<file path="config.mk">
export PLATFORM = sky130hd
export DESIGN_NAME = sram_block_test_crc_signature
export DESIGN_NICKNAME = d
export VERILOG_FILES = /design/src/rtl/srbt_pkg.sv /design/src/rtl/sram_block_test_crc_signature.sv /design/src/rtl/srbt_step.sv
export SDC_FILE = /design/constraint.sdc
export NUM_CORES = 1
export LEC_CHECK = 0
export BUFFER_PORTS_ARGS = -buffer_cell sky130_fd_sc_hd__buf_2
export CAP_MARGIN = 5
export CORE_UTILIZATION = 51
export DETAILED_ROUTE_END_ITERATION = 12
export GPL_ROUTABILITY_DRIVEN = 0
export GPL_TIMING_DRIVEN = 0
export PLACE_DENSITY = 0.76
export SKIP_LAST_GASP = 1
export SLEW_MARGIN = 10
export SYNTH_ARGS = -nofsm -noshare
export SYNTH_HDL_FRONTEND = slang
export SYNTH_SLANG_ARGS = --single-unit
</file>
<file path="constraint.sdc">
create_clock -name clk -period 6.1 [get_ports clk]
set_input_delay 1.22 -clock clk [delete_from_list [all_inputs] [get_ports clk]]
set_output_delay 1.22 -clock clk [all_outputs]
set_load 0.05 [all_outputs]
</file>
<file path="src/rtl/srbt_pkg.sv">
// ----------------------------------------------------------------------------
// srbt_pkg
// Shared types, codes and helper functions for the sram block test engine.
// ----------------------------------------------------------------------------
package srbt_pkg;

    localparam int BLOCK_WORDS_DEF    = 256;
    localparam int ADDRESS_BITS_DEF   = 18;
    localparam int PATTERN_LENGTH_DEF = 16;

    localparam int COUNT_W    = 11;
    localparam int BLOCK_W    = 10;
    localparam int DATA_W     = 16;
    localparam int ADDR_OUT_W = 18;
    localparam int CRC_W      = 16;

    localparam logic [COUNT_W-1:0] COUNT_RESET = 11'd1024;
    localparam logic [COUNT_W-1:0] COUNT_MAX   = 11'd1024;
    localparam logic [CRC_W-1:0]   CRC_INIT    = 16'hFFFF;

    // test phase codes
    localparam logic [1:0] PH_WRITE = 2'd0;
    localparam logic [1:0] PH_READ  = 2'd1;
    localparam logic [1:0] PH_DONE  = 2'd2;

    // access kind codes
    localparam logic [1:0] KIND_NONE  = 2'd0;
    localparam logic [1:0] KIND_WRITE = 2'd1;
    localparam logic [1:0] KIND_READ  = 2'd2;

    typedef struct packed {
        logic                  test_done;
        logic [BLOCK_W-1:0]    block_number;
        logic                  block_pass;
        logic                  block_done;
        logic [DATA_W-1:0]     write_data;
        logic [ADDR_OUT_W-1:0] access_address;
        logic [1:0]            access_kind;
    } srbt_result_t;

    function automatic logic [DATA_W-1:0] pattern_word(input logic [3:0] idx);
        logic [DATA_W-1:0] w;
        begin
            case (idx)
                4'd0:    w = 16'h5A5A;
                4'd1:    w = 16'hA5A5;
                4'd2:    w = 16'h0101;
                4'd3:    w = 16'hEFEF;
                4'd4:    w = 16'hAAAA;
                4'd5:    w = 16'h5555;
                4'd6:    w = 16'hAAAA;
                4'd7:    w = 16'h5555;
                4'd8:    w = 16'h0011;
                4'd9:    w = 16'h0022;
                4'd10:   w = 16'h0044;
                4'd11:   w = 16'h0088;
                4'd12:   w = 16'h1100;
                4'd13:   w = 16'h2200;
                4'd14:   w = 16'h4400;
                default: w = 16'h8800;
            endcase
            return w;
        end
    endfunction

    // crc-16/ccitt, one byte folded in
    function automatic logic [CRC_W-1:0] crc_fold(input logic [CRC_W-1:0] crc,
                                                  input logic [7:0] data);
        logic [7:0] x;
        begin
            x = crc[15:8] ^ data;
            x = x ^ {4'b0, x[7:4]};
            return {crc[7:0], 8'h00} ^ {x[3:0], 12'h000} ^ {3'b000, x, 5'b00000}
                   ^ {8'h00, x};
        end
    endfunction

endpackage

</file>
<file path="src/rtl/sram_block_test_crc_signature.sv">
// ----------------------------------------------------------------------------
// sram_block_test_crc_signature
// Memory self-test sequencer: writes a pattern per block, reads it back and
// compares crc-16/ccitt signatures of the low data bytes.
// ----------------------------------------------------------------------------
// output: a result is registered and is on m_axis in the cycle after its input transfer
// throughput: one item per cycle, sustained while m_axis_tready is high
// the sequencer step (address multiply, two chained crc byte folds) sits
// between the state registers and the result register
// reset: phase write, block 0, crc 0xffff, block_count 1024, output empty
module sram_block_test_crc_signature #(
    parameter int BLOCK_WORDS    = srbt_pkg::BLOCK_WORDS_DEF,
    parameter int ADDRESS_BITS   = srbt_pkg::ADDRESS_BITS_DEF,
    parameter int PATTERN_LENGTH = srbt_pkg::PATTERN_LENGTH_DEF
) (
    input  logic                         clk,
    input  logic                         rst_n,
    input  logic                         cfg_we,
    input  logic [srbt_pkg::COUNT_W-1:0] cfg_wdata,
    input  logic                         s_axis_tvalid,
    output logic                         s_axis_tready,
    input  logic [15:0]                  s_axis_tdata,   // read_data
    output logic                         m_axis_tvalid,
    input  logic                         m_axis_tready,
    // access_address[17:0], write_data[33:18], block_done[34], block_pass[35],
    // block_number[45:36], test_done[46], zero[47]
    output logic [47:0]                  m_axis_tdata,
    output logic [1:0]                   m_axis_tuser    // access_kind
);
    import srbt_pkg::*;

    localparam int OFF_W = $clog2(BLOCK_WORDS + 1);
    localparam int PAT_W = (PATTERN_LENGTH > 1) ? $clog2(PATTERN_LENGTH) : 1;

    logic [COUNT_W-1:0] block_count_reg;
    logic [1:0]         phase_reg, phase_next;
    logic [OFF_W-1:0]   word_offset_reg, word_offset_next;
    logic [PAT_W-1:0]   pat_idx_reg, pat_idx_next;
    logic [BLOCK_W-1:0] current_block_reg, current_block_next;
    logic [CRC_W-1:0]   running_crc_reg, running_crc_next;
    logic [CRC_W-1:0]   reference_crc_reg, reference_crc_next;
    logic               read_pending_reg, read_pending_next;
    logic               out_valid_reg;
    srbt_result_t       out_result_reg, step_result;
    logic               in_xfer;

    assign s_axis_tready = !out_valid_reg || m_axis_tready;
    assign in_xfer       = s_axis_tvalid && s_axis_tready;

    srbt_step #(
        .BLOCK_WORDS    (BLOCK_WORDS),
        .ADDRESS_BITS   (ADDRESS_BITS),
        .PATTERN_LENGTH (PATTERN_LENGTH),
        .OFF_W          (OFF_W),
        .PAT_W          (PAT_W)
    ) u_step (
        .phase              (phase_reg),
        .word_offset        (word_offset_reg),
        .pat_idx            (pat_idx_reg),
        .current_block      (current_block_reg),
        .running_crc        (running_crc_reg),
        .reference_crc      (reference_crc_reg),
        .read_pending       (read_pending_reg),
        .block_count        (block_count_reg),
        .read_data          (s_axis_tdata),
        .phase_next         (phase_next),
        .word_offset_next   (word_offset_next),
        .pat_idx_next       (pat_idx_next),
        .current_block_next (current_block_next),
        .running_crc_next   (running_crc_next),
        .reference_crc_next (reference_crc_next),
        .read_pending_next  (read_pending_next),
        .result             (step_result)
    );

    always_ff @(posedge clk or negedge rst_n)
    begin
        if (!rst_n)
        begin
            block_count_reg <= COUNT_RESET;
        end
        else if (cfg_we)
        begin
            block_count_reg <= cfg_wdata;
        end
    end

    always_ff @(posedge clk or negedge rst_n)
    begin
        if (!rst_n)
        begin
            phase_reg         <= PH_WRITE;
            word_offset_reg   <= '0;
            pat_idx_reg       <= '0;
            current_block_reg <= '0;
            running_crc_reg   <= CRC_INIT;
            reference_crc_reg <= '0;
            read_pending_reg  <= 1'b0;
        end
        else if (in_xfer)
        begin
            phase_reg         <= phase_next;
            word_offset_reg   <= word_offset_next;
            pat_idx_reg       <= pat_idx_next;
            current_block_reg <= current_block_next;
            running_crc_reg   <= running_crc_next;
            reference_crc_reg <= reference_crc_next;
            read_pending_reg  <= read_pending_next;
        end
    end

    always_ff @(posedge clk or negedge rst_n)
    begin
        if (!rst_n)
        begin
            out_valid_reg <= 1'b0;
        end
        else if (s_axis_tready)
        begin
            out_valid_reg <= s_axis_tvalid;
        end
    end

    always_ff @(posedge clk)
    begin
        if (in_xfer)
        begin
            out_result_reg <= step_result;
        end
    end

    assign m_axis_tvalid = out_valid_reg;
    assign m_axis_tuser  = out_result_reg.access_kind;
    assign m_axis_tdata  = {1'b0,
                            out_result_reg.test_done,
                            out_result_reg.block_number,
                            out_result_reg.block_pass,
                            out_result_reg.block_done,
                            out_result_reg.write_data,
                            out_result_reg.access_address};

    // once finished the sequencer never leaves the done phase
    a_done_sticky: assert property (@(posedge clk) disable iff (!rst_n)
        phase_reg == PH_DONE |=> phase_reg == PH_DONE)
        else $error("left done phase");

    // a pending read only exists inside the read phase after a read was issued
    a_pending_in_read: assert property (@(posedge clk) disable iff (!rst_n)
        read_pending_reg |-> (phase_reg == PH_READ && word_offset_reg != '0))
        else $error("read pending outside read phase");

    // a block report never carries a memory access
    a_report_no_access: assert property (@(posedge clk) disable iff (!rst_n)
        (in_xfer && step_result.block_done) |-> step_result.access_kind == KIND_NONE)
        else $error("access issued in report item");

    // the write phase always starts on pattern entry zero
    a_pattern_aligned: assert property (@(posedge clk) disable iff (!rst_n)
        (phase_reg == PH_WRITE && word_offset_reg == '0) |-> pat_idx_reg == '0)
        else $error("pattern index out of step with offset");

endmodule

</file>
<file path="src/rtl/srbt_step.sv">
// ----------------------------------------------------------------------------
// srbt_step
// Next-state and result logic for one advance of the block test sequencer.
// ----------------------------------------------------------------------------
module srbt_step #(
    parameter int BLOCK_WORDS    = 256,
    parameter int ADDRESS_BITS   = 18,
    parameter int PATTERN_LENGTH = 16,
    parameter int OFF_W          = 9,
    parameter int PAT_W          = 4
) (
    input  logic [1:0]                  phase,
    input  logic [OFF_W-1:0]            word_offset,
    input  logic [PAT_W-1:0]            pat_idx,
    input  logic [srbt_pkg::BLOCK_W-1:0] current_block,
    input  logic [srbt_pkg::CRC_W-1:0]  running_crc,
    input  logic [srbt_pkg::CRC_W-1:0]  reference_crc,
    input  logic                        read_pending,
    input  logic [srbt_pkg::COUNT_W-1:0] block_count,
    input  logic [srbt_pkg::DATA_W-1:0] read_data,
    output logic [1:0]                  phase_next,
    output logic [OFF_W-1:0]            word_offset_next,
    output logic [PAT_W-1:0]            pat_idx_next,
    output logic [srbt_pkg::BLOCK_W-1:0] current_block_next,
    output logic [srbt_pkg::CRC_W-1:0]  running_crc_next,
    output logic [srbt_pkg::CRC_W-1:0]  reference_crc_next,
    output logic                        read_pending_next,
    output srbt_pkg::srbt_result_t      result
);
    import srbt_pkg::*;

    localparam int CALC_W = BLOCK_W + OFF_W + 1;
    localparam logic [OFF_W-1:0] OFF_LAST = OFF_W'(BLOCK_WORDS - 1);
    localparam logic [OFF_W-1:0] OFF_END  = OFF_W'(BLOCK_WORDS);
    localparam logic [PAT_W-1:0] PAT_LAST = PAT_W'(PATTERN_LENGTH - 1);

    logic [CRC_W-1:0]        crc_in;
    logic [PAT_W+3:0]        pat_ext;
    logic [DATA_W-1:0]       pat_word;
    logic [CALC_W-1:0]       addr_raw;
    logic [CALC_W-1:0]       addr_mask;
    logic [CALC_W+ADDR_OUT_W-1:0] addr_ext;
    logic [ADDR_OUT_W-1:0]   addr;
    logic [COUNT_W-1:0]      eff_count;
    logic [COUNT_W-1:0]      block_plus_one;

    always_comb
    begin
        for (int i = 0; i < CALC_W; i++)
        begin
            addr_mask[i] = (i < ADDRESS_BITS);
        end
    end

    assign addr_raw = (CALC_W'(current_block) * CALC_W'(BLOCK_WORDS))
                      + CALC_W'(word_offset);
    assign addr_ext = {{ADDR_OUT_W{1'b0}}, addr_raw & addr_mask};
    assign addr     = addr_ext[ADDR_OUT_W-1:0];

    assign pat_ext  = {4'b0000, pat_idx};
    assign pat_word = pattern_word(pat_ext[3:0]);

    // data of the previous read comes in with this item
    assign crc_in = read_pending ? crc_fold(running_crc, read_data[7:0]) : running_crc;

    assign eff_count = (block_count == '0) ? COUNT_W'(1) :
                       (block_count > COUNT_MAX) ? COUNT_MAX : block_count;
    assign block_plus_one = COUNT_W'(current_block) + COUNT_W'(1);

    always_comb
    begin
        phase_next         = phase;
        word_offset_next   = word_offset;
        pat_idx_next       = pat_idx;
        current_block_next = current_block;
        running_crc_next   = crc_in;
        reference_crc_next = reference_crc;
        read_pending_next  = 1'b0;
        result             = '0;

        unique case (phase)
            PH_WRITE:
            begin
                result.access_kind    = KIND_WRITE;
                result.access_address = addr;
                result.write_data     = pat_word;
                running_crc_next      = crc_fold(crc_in, pat_word[7:0]);
                pat_idx_next          = (pat_idx == PAT_LAST) ? '0 : pat_idx + PAT_W'(1);
                word_offset_next      = word_offset + OFF_W'(1);
                if (word_offset == OFF_LAST)
                begin
                    reference_crc_next = crc_fold(crc_in, pat_word[7:0]);
                    running_crc_next   = CRC_INIT;
                    word_offset_next   = '0;
                    pat_idx_next       = '0;
                    phase_next         = PH_READ;
                end
            end
            PH_READ:
            begin
                if (word_offset != OFF_END)
                begin
                    result.access_kind    = KIND_READ;
                    result.access_address = addr;
                    word_offset_next      = word_offset + OFF_W'(1);
                    read_pending_next     = 1'b1;
                end
                else
                begin
                    result.block_done   = 1'b1;
                    result.block_pass   = (crc_in == reference_crc);
                    result.block_number = current_block;
                    current_block_next  = current_block + BLOCK_W'(1);
                    word_offset_next    = '0;
                    running_crc_next    = CRC_INIT;
                    if (block_plus_one >= eff_count)
                    begin
                        phase_next       = PH_DONE;
                        result.test_done = 1'b1;
                    end
                    else
                    begin
                        phase_next = PH_WRITE;
                    end
                end
            end
            default:
            begin
                result.test_done = 1'b1;
            end
        endcase
    end

endmodule

</file>
# --- Yosys cells after proc, flatten, opt, wreduce, memory -nomap -nowiden ---
# Memory sizes are Yosys's and may differ from the RTL's.
# Index checks and enable logic that the tools add are counted.
op_classes:
  n_mux: 22
  n_addsub: 5
  n_bitwise: 12
  eq_ne: 7
  magnitude_cmp: 2
  reduce_logical: 12
ops:
  columns: ["operator", "n"]
  rows:
  - ["16-bit 2-to-1 mux", 3]
  - ["20-bit one-hot mux with 2 select lines", 1]
  - ["16-bit one-hot mux with 2 select lines", 1]
  - ["16-bit by 13-bit XOR with 16-bit output", 2]
  - ["16-bit XOR", 2]
  - ["16-bit by 8-bit XOR with 16-bit output", 2]
  - ["11-bit 2-to-1 mux", 2]
  - ["20-bit 2-to-1 mux", 1]
  - ["18-bit by 9-bit adder with 18-bit output", 1]
  - ["9-bit 2-to-1 mux", 2]
  - ["9-bit one-hot mux with 2 select lines", 1]
  - ["16-bit == test", 1]
  - ["8-bit by 4-bit XOR with 8-bit output", 2]
  - ["8-bit XOR", 2]
  - ["13-bit 2-to-1 mux", 1]
  - ["10-bit by 1-bit adder with 11-bit output, second input constant", 1]
  - ["11-bit greater-or-equal comparator", 1]
  - ["11-bit greater-than comparator, second input constant", 1]
  - ["11-bit logical NOT", 1]
  - ["10-bit by 1-bit adder with 10-bit output, second input constant", 1]
  - ["9-bit by 1-bit adder with 9-bit output, second input constant", 1]
  - ["9-bit by 8-bit == test with 1-bit output, second input constant", 1]
  - ["9-bit inequality test, second input constant", 1]
  - ["4-bit 2-to-1 mux", 2]
  - ["other kinds (19)", 26]
totals:
  n_memories: 1
  inputBits: 32
  romBits: 256
  reg_bits: 119
  out_inout_bits: 52
  elab_cells: 77
mem_list:
  columns: ["name", "words", "width", "rd", "rd_ports_with_merged_regs", "write_ports", "line_no", "text"]
  rows:
  - ["(name not given)", 16, 16, 1, 0, 0, "srbt_pkg.sv:44", "case (idx)"]

# --- Longest topological paths before layout ---
# Gate-level depths: netlist of run 1.
depth:
  word_depth: 13
  ltp_mapped: 12
  ltp_nobuf: 12

# --- Modules after synthesis ---
# From an unflattened synthesis of run 1, not the netlist that was laid out.
unflattened:
  cells_unflattened: 663
  hier_area_um2: 7191.9
modules_own_cells:
  columns: ["mod", "n_inst", "area_each_um2", "seq_area_each_um2", "cells_each"]
  rows:
  - ["sram_block_test_crc_signature", 1, 4149.0, 3244.4, 201]
  - ["srbt_step", 1, 3042.9, 0.0, 462]

# --- Least setup slack after synthesis of run 1 ---
# No wires, ideal clock.
synth_timing:
  kind: "input-to-reg"
  from: "in m_axis_tready"
  to: "reg out_result_reg (netlist bit m_axis_tdata[0]) (enable)"
  path_stages: 5
  required_time_ps: 5667
  setup_time_ps: 433
  slack_ps: 1937
  n_path_buf: 2
  t_arrival_ps: 3731
  cell_sequence: "nand2b_1 -> nand2_1 -> inv_1 -> clkbuf_1 -> clkbuf_1"
synth_between:
  elab_chain_len: 2
synth_lines:
  columns: ["item", "line_no", "text"]
  rows:
  - ["from (decl)", "sram_block_test_crc_signature.sv:24", "input logic m_axis_tready,"]
  - ["1-bit logical OR", "sram_block_test_crc_signature.sv:47", "assign s_axis_tready = !out_valid_reg || m_axis_tready;"]
  - ["1-bit logical AND", "sram_block_test_crc_signature.sv:48", "assign in_xfer = s_axis_tvalid && s_axis_tready;"]
  - ["named net in_xfer", "sram_block_test_crc_signature.sv:45", "logic in_xfer;"]
  - ["to (signal assigned)", "sram_block_test_crc_signature.sv:128", "out_result_reg <= step_result;"]
  - ["to (decl)", "sram_block_test_crc_signature.sv:44", "srbt_result_t out_result_reg, step_result;"]
# The timed path passes the listed nets, and every way through them passes these cells.
# A chain may end at the register's enable or synchronous reset.

# --- Worst setup path after layout of run 1 ---
layout_timing:
  from: "in s_axis_tdata[4]"
  to: "reg running_crc_reg[12]"
layout_between:
  elab_chain_len: 13
  elab_cells_between_ends: 14
  classes_between: "4 x mux; 10 x bitwise"
layout_lines:
  columns: ["item", "line_no", "text"]
  rows:
  - ["from (decl)", "sram_block_test_crc_signature.sv:22", "input logic [15:0] s_axis_tdata,"]
  - ["8-bit XOR (*)", "srbt_pkg.sv:71", "x = crc[15:8] ^ data;"]
  - ["8-bit by 4-bit XOR with 8-bit output (*)", "srbt_pkg.sv:72", "x = x ^ {4'b0, x[7:4]};"]
  - ["16-bit XOR", "srbt_pkg.sv:73", "return {crc[7:0], 8'h00} ^ {x[3:0], 12'h000} ^ {3'b000, x, 5'b00000}"]
  - ["16-bit by 13-bit XOR with 16-bit output", "srbt_pkg.sv:73", null]
  - ["16-bit by 8-bit XOR with 16-bit output (*)", "srbt_pkg.sv:74", "^ {8'h00, x};"]
  - ["16-bit 2-to-1 mux (*)", "srbt_step.sv:64", "assign crc_in = read_pending ? crc_fold(running_crc, read_data[7:0]) : running_crc;"]
  - ["8-bit XOR", "srbt_pkg.sv:71", null]
  - ["8-bit by 4-bit XOR with 8-bit output", "srbt_pkg.sv:72", null]
  - ["16-bit XOR", "srbt_pkg.sv:73", null]
  - ["16-bit by 13-bit XOR with 16-bit output", "srbt_pkg.sv:73", null]
  - ["16-bit by 8-bit XOR with 16-bit output", "srbt_pkg.sv:74", null]
  - ["16-bit 2-to-1 mux", "srbt_step.sv:90", "if (word_offset == OFF_LAST)"]
  - ["16-bit one-hot mux with 2 select lines (*)", "srbt_step.sv:81", "unique case (phase)"]
  - ["to (signal assigned)", "sram_block_test_crc_signature.sv:106", "running_crc_reg <= running_crc_next;"]
  - ["to (decl)", "sram_block_test_crc_signature.sv:40", "logic [CRC_W-1:0] running_crc_reg, running_crc_next;"]
# Every way passes the cells marked *; elsewhere a longest branch is shown, timed or not.

==> summary by stage, run 1 <==
Setup path
The origin of the worst setup path is s_axis_tdata[4]. The required time at the endpoint of the critical path is 6.43 ns. The startpoint kind of the worst setup timing path is an input port.

In this run the worst path has a maximum fanout of 4. Data arrives at the worst endpoint at around 3.5 ns. Across all register-to-register paths, the minimum setup slack is around 3 ns. The kind of end point of the critical path is a flop. The endpoint of the worst register-to-register path is m_axis_tdata[46]. The capturing element of the worst setup path is running_crc_reg[12]. The worst register-to-register path begins at current_block_reg[3]. The number of cells on the worst reg-to-reg path is 10. The worst setup path is of the in2reg kind.

Timing
The max-slew violation count was 0. The total negative slack is 0 ns. Hold is met by 0.501 ns. For the pin with the worst max-slew slack, the measured transition is 0.816 ns. The smallest clock period supported by the final layout is computed as 3.19 ns. The hold violation count in the final report came to 0. The worst path uses a little over half of the clock period. Setup repair after global routing left no endpoint under its margin.

Setup slack on the critical path of the routed design comes to roughly 2.9 ns. The worst slew margin relative to its limit is about 46%. Setup violations remaining at the end of the flow were counted as 0.

The setup skew after layout is 0.00659 ns. The top achievable clock speed is 0.314 GHz.

Detailed routing
After detailed routing, the average wire length per cell comes to between 15 and 20 um. The pre-antenna-repair detailed-routing pass consisted of 5 iterations. The count of nets left with antenna violations once routing finished came out at 0.

For this run, design rule violations remaining after detail routing come to 0. After detailed routing, the number of vias per cell comes to 5.46. For this block, the via count after detailed routing is about 5000. The number of DRC markers after the initial detailed-route iteration is between 400 and 500. The routed design has between 15 and 20 mm of wire.

Global route
Summed over all layers, the global routing overflow is 0. Entering global routing, the biggest net connects 59 pins. The number of antenna violations at the first check in global routing was 0.

The first-pass GRT wire length is 24.9 mm. The number of global-route vias before repair is about 5000. Global routing consumed, over all layers together, approximately a quarter of the routing resources.

Outcome
The run finished with clean final reports.

Die
The die is 116 um wide. between 80 and 90 I/O pins were placed. The die covers approximately 13000 sq um.

The floorplan step defined a core boundary enclosing around 13000 sq um. The initial core utilization is a little over half. The initialized floorplan defines approximately 40 standard-cell rows. The chip height is approximately 120 um.

Synthesis
The predominant post-synthesis flop cell is dfrtp_1. The number of enable flip-flop cells after synthesis is 49. By area the synthesized netlist is led by edfxtp_1, dfrtp_1, xnor2_1. The library cell with the highest instance count after synthesis is nand2_1. The number of different library cells used by synthesis comes to between 50 and 60. The commonest cells after synthesis are nand2_1, nor2_1, dfrtp_1. The area fraction of the dominant cell type after synthesis is around 22%.

The mean cell area of the mapped netlist is 10.4 sq um. Counting flops and latches in the post-synthesis netlist gives between 100 and 150. Synthesis produced a netlist whose cell count is approximately 640. Of all flip-flops after synthesis, the portion carrying an async set or reset was between 50 and 60%. The largest area contributor in the synthesized netlist is edfxtp_1. The number of nets in the synthesized netlist is 695. Yosys printed 0 warnings. The cell area that synthesis handed to floorplanning was 6630 sq um. For this run, the register share of the synthesized area comes to 48.9%.

Cells and area
The combined area of the multi-input logic cells is approximately 3200 sq um. Relative to the synthesized area, the layout overhead comes to 18.9%. Summing all flip-flop and latch instances after layout gives between 3000 and 4000 sq um.

The post-route netlist has 21.0% of its cells at a drive strength greater than 1. Excluding fillers, the count of instances in the completed layout stands at 918. The summed area of non-filler cells in the final layout is approximately 7900 sq um. At the end of the flow, the number of nets in the layout was 789. The register with the most flip-flops in the layout has 47 of them. The antenna cell count is 0. After filler insertion, the fill cell instance count of the layout stands at about 1000.

Place
Before CTS, the worst setup slack after placement is roughly 2.5 ns. The HPWL after detailed placement is ~11 mm. The number of placed instances, taps included, is approximately 900. Input and output buffers added on the ports amount to 74. In this run the cell area measured after placement is 7240 sq um.

Clock network
The number of clock buffers added by TritonCTS is 17. The later pin in the worst-skew pair is clocked with a latency of approximately 0.42 ns. The clock passes through at most 2 buffers. The H-tree was split into 4 levels. The number of hold buffers added after CTS was 0. Once the clock tree was built, the resizer swapped 0 gates to a different size.

The clock drives 119 sinks. Once the clock tree was built, the setup fixing pass inserted 0 buffers. In this run the clock root is driven by a clkbuf_16. The clock tree from TritonCTS is done.

After clock tree synthesis, the clock-pin slew on the worst setup and hold paths is around 0.05 ns.

Flow run
The tool flagged a number of max-cap violations equal to 0.

Power
Power spread over the standard cell area amounts to between 500 and 600 nW/um^2. Summed over all cells, the static leakage comes to between 3 and 4 nW. The worst vdd rail ir drop is about 0.00022 V.

Worst hold path
The worst hold path belongs to the class reg2reg.
-- area by class of cell --
type                       instances  share of cell area [%]
multi-input combinational        474                    40.6
clock buffer                      24                    6.36
tap                              172                    2.73
clock inverter                     8                    1.81
timing repair buffer              75                    4.98
sequential                       119                    41.1
inverter                          15                   0.714
buffer                            31                    1.65
-- metal layers --
metal,track usage [%],vias up,wire length [um]
met1,31.1,2452,6590
met5,0,-,0
li1,-,2369,-
met3,5.65,30,742
met2,40.6,160,7650
met4,11.3,0,337
-- cell usage in the layout (no fill, tap or decap), drive strengths merged, types with 5 or more instances in the layout --
cell | Yosys | final
nand4 | 6 | 6
and3 | 14 | 14
dfrtp | 53 | 53
nor4 | 6 | 6
inv | 15 | 15
mux2 | 11 | 11
nor3 | 14 | 14
clkbuf | 20 | 44
a21oi | 31 | 31
xnor2 | 58 | 58
ha | 24 | 24
nor2b | 11 | 11
xor2 | 39 | 39
buf | 11 | 86
o21ai | 29 | 29
nand2 | 85 | 85
xnor3 | 5 | 5
nand3 | 19 | 19
and2 | 9 | 9
o22ai | 5 | 5
o21a | 7 | 7
edfxtp | 49 | 49
dfstp | 17 | 17
nand2b | 8 | 8
nor2 | 59 | 59
-- metrics by stage --
stage / utilization (%) / power (mW)
final: 62.3 / 4.17
after global routing: 62.3 / 4.36
after CTS: 62.3 / 4.15
after detailed placement: 57.2 / 3.04
after global placement: 57.0 / 2.98
after floorplan: - / 2.66
-- power breakdown --
| part | switching (mW) | internal, mW |
|---|---|---|
| clock network | 0.346 | 0.735 |
| logic | 1.13 | 0.764 |
| registers | 0.130 | 1.06 |
| total | 1.61 | 2.56 |
-- worst max-delay path, stage by stage --
cell,delay [ns]
buf_2,0.11
xnor2_2,0.31
xnor3_1,0.46
mux2_4,0.31
xnor2_4,0.17
xnor2_2,0.32
xnor2_1,0.19
a221o_1,0.33
o211ai_1,0.09
-- logic make-up (layout without fill, tap and decap cells) --
logic type	after synthesis	after routing	synth area share (%)
fa+ha+maj	24	24	4.53
flops	119	119	48.9
buf+inv	46	153	2.75
compound gates	93	93	8.53
mux	15	15	2.72
xor+xnor	103	103	15.9
other cells	1	1	0.0565
simple gates	238	238	16.6
-- worst min-delay path by stage --
| stage | from | end | slack [ns] | depth (start not counted) |
|---|---|---|---|---|
| CTS | reference_crc_reg[9] | reference_crc_reg[9] | 0.50 | 2 |
| floorplan | reference_crc_reg[10] | reference_crc_reg[10] | 0.47 | 2 |
| finish | reference_crc_reg[0] | reference_crc_reg[0] | 0.50 | 2 |
| detailed placement | reference_crc_reg[9] | reference_crc_reg[9] | 0.49 | 2 |
| global placement | reference_crc_reg[6] | reference_crc_reg[6] | 0.48 | 2 |
| global route | reference_crc_reg[0] | reference_crc_reg[0] | 0.53 | 2 |
Power figures use the tool's default switching activity.
==> run 2: changes to the inputs <==
clock period = 2.96 ns   (was 6.1 ns; I/O delays follow)
==> run 2 against run 1 <==
Effect of this change: clock skew about the same; non-clock buffer count decreased by 1; power increased by 100%; via count about the same; sequential power increased by 110%; clock power increased by 94%; worst setup slack got worse by 2.8 ns; routed wire length decreased by 2.3%; register-to-register slack got worse by 2.9 ns; hold slack got worse by 0.38 ns.
==> summary by stage, run 2 (same netlist as run 1, synthesis figures left out) <==
Clock network
The number of buffers inserted by hold repair at cts came to 0 (unchanged). The number of buffers on the longest clock path is 2 (unchanged). The later-pin clock latency in the skew report is 0.42 ns (about the same). The clock slew seen by the registers of the worst setup and hold paths was 0.06 ns (was 0.05 ns). The count of H-tree levels built during CTS is 4 (unchanged). The clock tree from TritonCTS is done (unchanged). The clock root buffer master is clkbuf_16 (unchanged). The number of clock sinks seen by CTS came to 119 (unchanged).

The CTS buffer count was 17 (unchanged).

Timing
The final critical-path setup slack is 0.146 ns (was 2.91 ns). The worst hold margin is 0.117 ns (was 0.501 ns). Subtracting the final worst setup slack from the clock period gives 2.81 ns. The max-slew violation count came to 0 (unchanged). The hold violation count in the final report came to 0 (unchanged). The total negative slack is 0 ns (unchanged). Based on the critical path, the design can be clocked at up to ~0.36 GHz. The pin slew with the least headroom to its limit is 0.887 ns (was 0.816 ns). The final setup violation count came to 0 (unchanged).

RSZ-0062 raised after global routing: true (was false). The worst slew margin relative to its limit is 40.7% (was 45.6%). The post-route fraction of the period consumed by the critical path is between 90% and 100%. The setup skew after layout is 0.00707 ns (was 0.00659 ns).

Setup path
The origin of the worst setup path is current_block_reg[3] (was s_axis_tdata[4]). The biggest fanout along the worst timing path is 10 (was 4). The critical setup path kind is reg2reg (was in2reg). The startpoint kind of the worst setup timing path is a flop (was input port).

The launch point of the worst reg-to-reg path is current_block_reg[3] (unchanged). The kind of end point of the critical path is a flop (unchanged). The number of cells on the worst reg-to-reg path is 9 (was 10). The arrival time at the worst endpoint is 2.99 ns (was 3.52 ns). The required time at the endpoint of the critical path is 3.13 ns (was 6.43 ns). The endpoint of the worst register-to-register path is m_axis_tdata[46] (unchanged). The worst setup slack for register-to-register paths is 0.15 ns (was 3.02 ns).

Die
The initial core utilization is 52.3% (unchanged). The total die area is 13500 sq um (unchanged). The total core area is 12700 sq um (unchanged). The number of standard-cell rows in the floorplan is 41 (unchanged).

The floorplan die width was 116 um (unchanged). The top-level I/O count is 84 (unchanged). The chip height is 116 um (unchanged).

Cells and area
The most common cell after layout, fill and taps aside was nand2_1 (unchanged). The post-layout instance count excluding filler cells is 917 (was 918). Most frequent cells in the layout: nand2_1, buf_2, nor2_1 (unchanged). The share of the core filled with cells in the final layout came to 62.1% (was 62.3%). The area overhead of the layout relative to synthesis came to 18.6% (was 18.9%). The number of nets in the layout is 788 (was 789).

The filler cell count in the final layout is 1025 (was 998). The summed area of non-filler cells in the final layout is 7870 sq um (was 7890 sq um). The share of layout cells above drive strength 1 came to 21.5% (was 21.0%). The antenna cell count was 0 (unchanged). The flip-flop count of the largest register after layout is 47 (unchanged).

Flow run
The number of max-cap violations is 0 (unchanged).

Detailed routing
The overall via count from detail_route came to 5006 (was 5011). The count of nets left with antenna violations after detail routing is 0 (unchanged). The number of DRC markers after the initial detailed-route iteration is 449 (was 447). The average wire per standard cell is 16.3 um (was 16.7 um). The first-pass detailed-route iteration total is 6 (was 5).

The DRC violation count after routing came to 0 (unchanged). The via density per instance is 5.46 (about the same). The aggregate routed wire length is 15.0 mm (was 15.3 mm).

Place
The total of buffers placed on input and output ports is 74 (unchanged). The minimum setup slack after placement was 0.000537 ns (was 2.54 ns). The number of cells in the design after placement is 886 (unchanged).

The post-detailed-placement half-perimeter wirelength is 10.6 mm (was 10.7 mm). The cell area after placement is 7240 sq um (unchanged).

Outcome
Outcome: finished, final reports clean (unchanged).

Global route
The first-pass GRT wire length is 24.4 mm (was 24.9 mm). The remaining global-route overflow is 0 (unchanged). The total routing usage reported by global routing is 24.4% (was 24.7%). The number of antenna violations at the first check in global routing is 0 (unchanged). The number of global-route vias before repair is 4875 (was 4942). The maximum number of pins on one net before global-route repair came to 59 (unchanged).

Power
The sum of internal, switching and leakage power was 8.54 mW (was 4.17 mW). The power density over cell area was 1090 nW/um^2 (was 529 nW/um^2). The worst vdd rail ir drop is 0.000478 V (was 0.000216 V). The leakage power figure is 3.50 nW (was 3.51 nW).

Worst hold path
The path type of the worst min-delay path is in2async (was reg2reg).
[run 2: changes by cell type in the layout (fill, tap and decap cells not counted), sizes merged]
| cell | previous run | this run |
|---|---|---|
| bufinv | 4 | 2 |
| clkinv | 3 | 2 |
| clkbuf | 44 | 45 |
| clkinvlp | 1 | 2 |
[run 2: worst max-delay path: stages, from the launching register on]
cell	delay [ns]
dfrtp_1	0.57
and3_1	0.27
nand3_1	0.19
nor2_1	0.19
xor2_1	0.25
ha_1	0.29
a21oi_1	0.17
a21oi_1	0.09
a2111o_1	0.36
and3_1	0.19
[run 2: power breakdown]
part	internal (mW)	switching [mW]	leakage, nW	total, mW
clock	1.40	0.708	0.298	2.10
sequential	2.19	0.264	1.33	2.46
combinational	1.62	2.36	1.87	3.97
[run 2: per-layer routing]
| metal | vias to the layer above | global-route usage (%) | routed length [um] |
|---|---|---|---|
| met5 | - | 0 | 0 |
| met4 | 0 | 10.7 | 364 |
| met3 | 40 | 7.22 | 807 |
| met2 | 173 | 38.5 | 7320 |
| met1 | 2424 | 31.1 | 6490 |
| li1 | 2369 | - | - |
[run 2: cell type report]
| class | instances | area [sq um] | share of cell area [%] |
|---|---|---|---|
| Buffer | 29 | 125 | 1.59 |
| Clock buffer | 26 | 531 | 6.74 |
| Clock inverter | 6 | 85.1 | 1.08 |
| Inverter | 15 | 56.3 | 0.716 |
| Multi-Input combinational cell | 474 | 3210 | 40.8 |
| Sequential cell | 119 | 3240 | 41.2 |
| Tap cell | 172 | 215 | 2.74 |
| Timing Repair Buffer | 76 | 400 | 5.09 |
[run 2: how the worst max path moves through the flow]
stage / end / cells after the start
3_3_place_gp: m_axis_tdata[30] / 6
3_5_place_dp: running_crc_reg[12] / 9
2_1_floorplan: m_axis_tdata[0] / 5
5_1_grt: m_axis_tdata[46] / 9
6_report: m_axis_tdata[46] / 9
4_1_cts: m_axis_tdata[46] / 10
[run 2: timing repair]
action,in CTS,in global routing
gates resized for setup,0,4
pin swaps,0,1
setup buffers,0,1
hold endpoints to repair,0,0
setup endpoints to repair,1,4
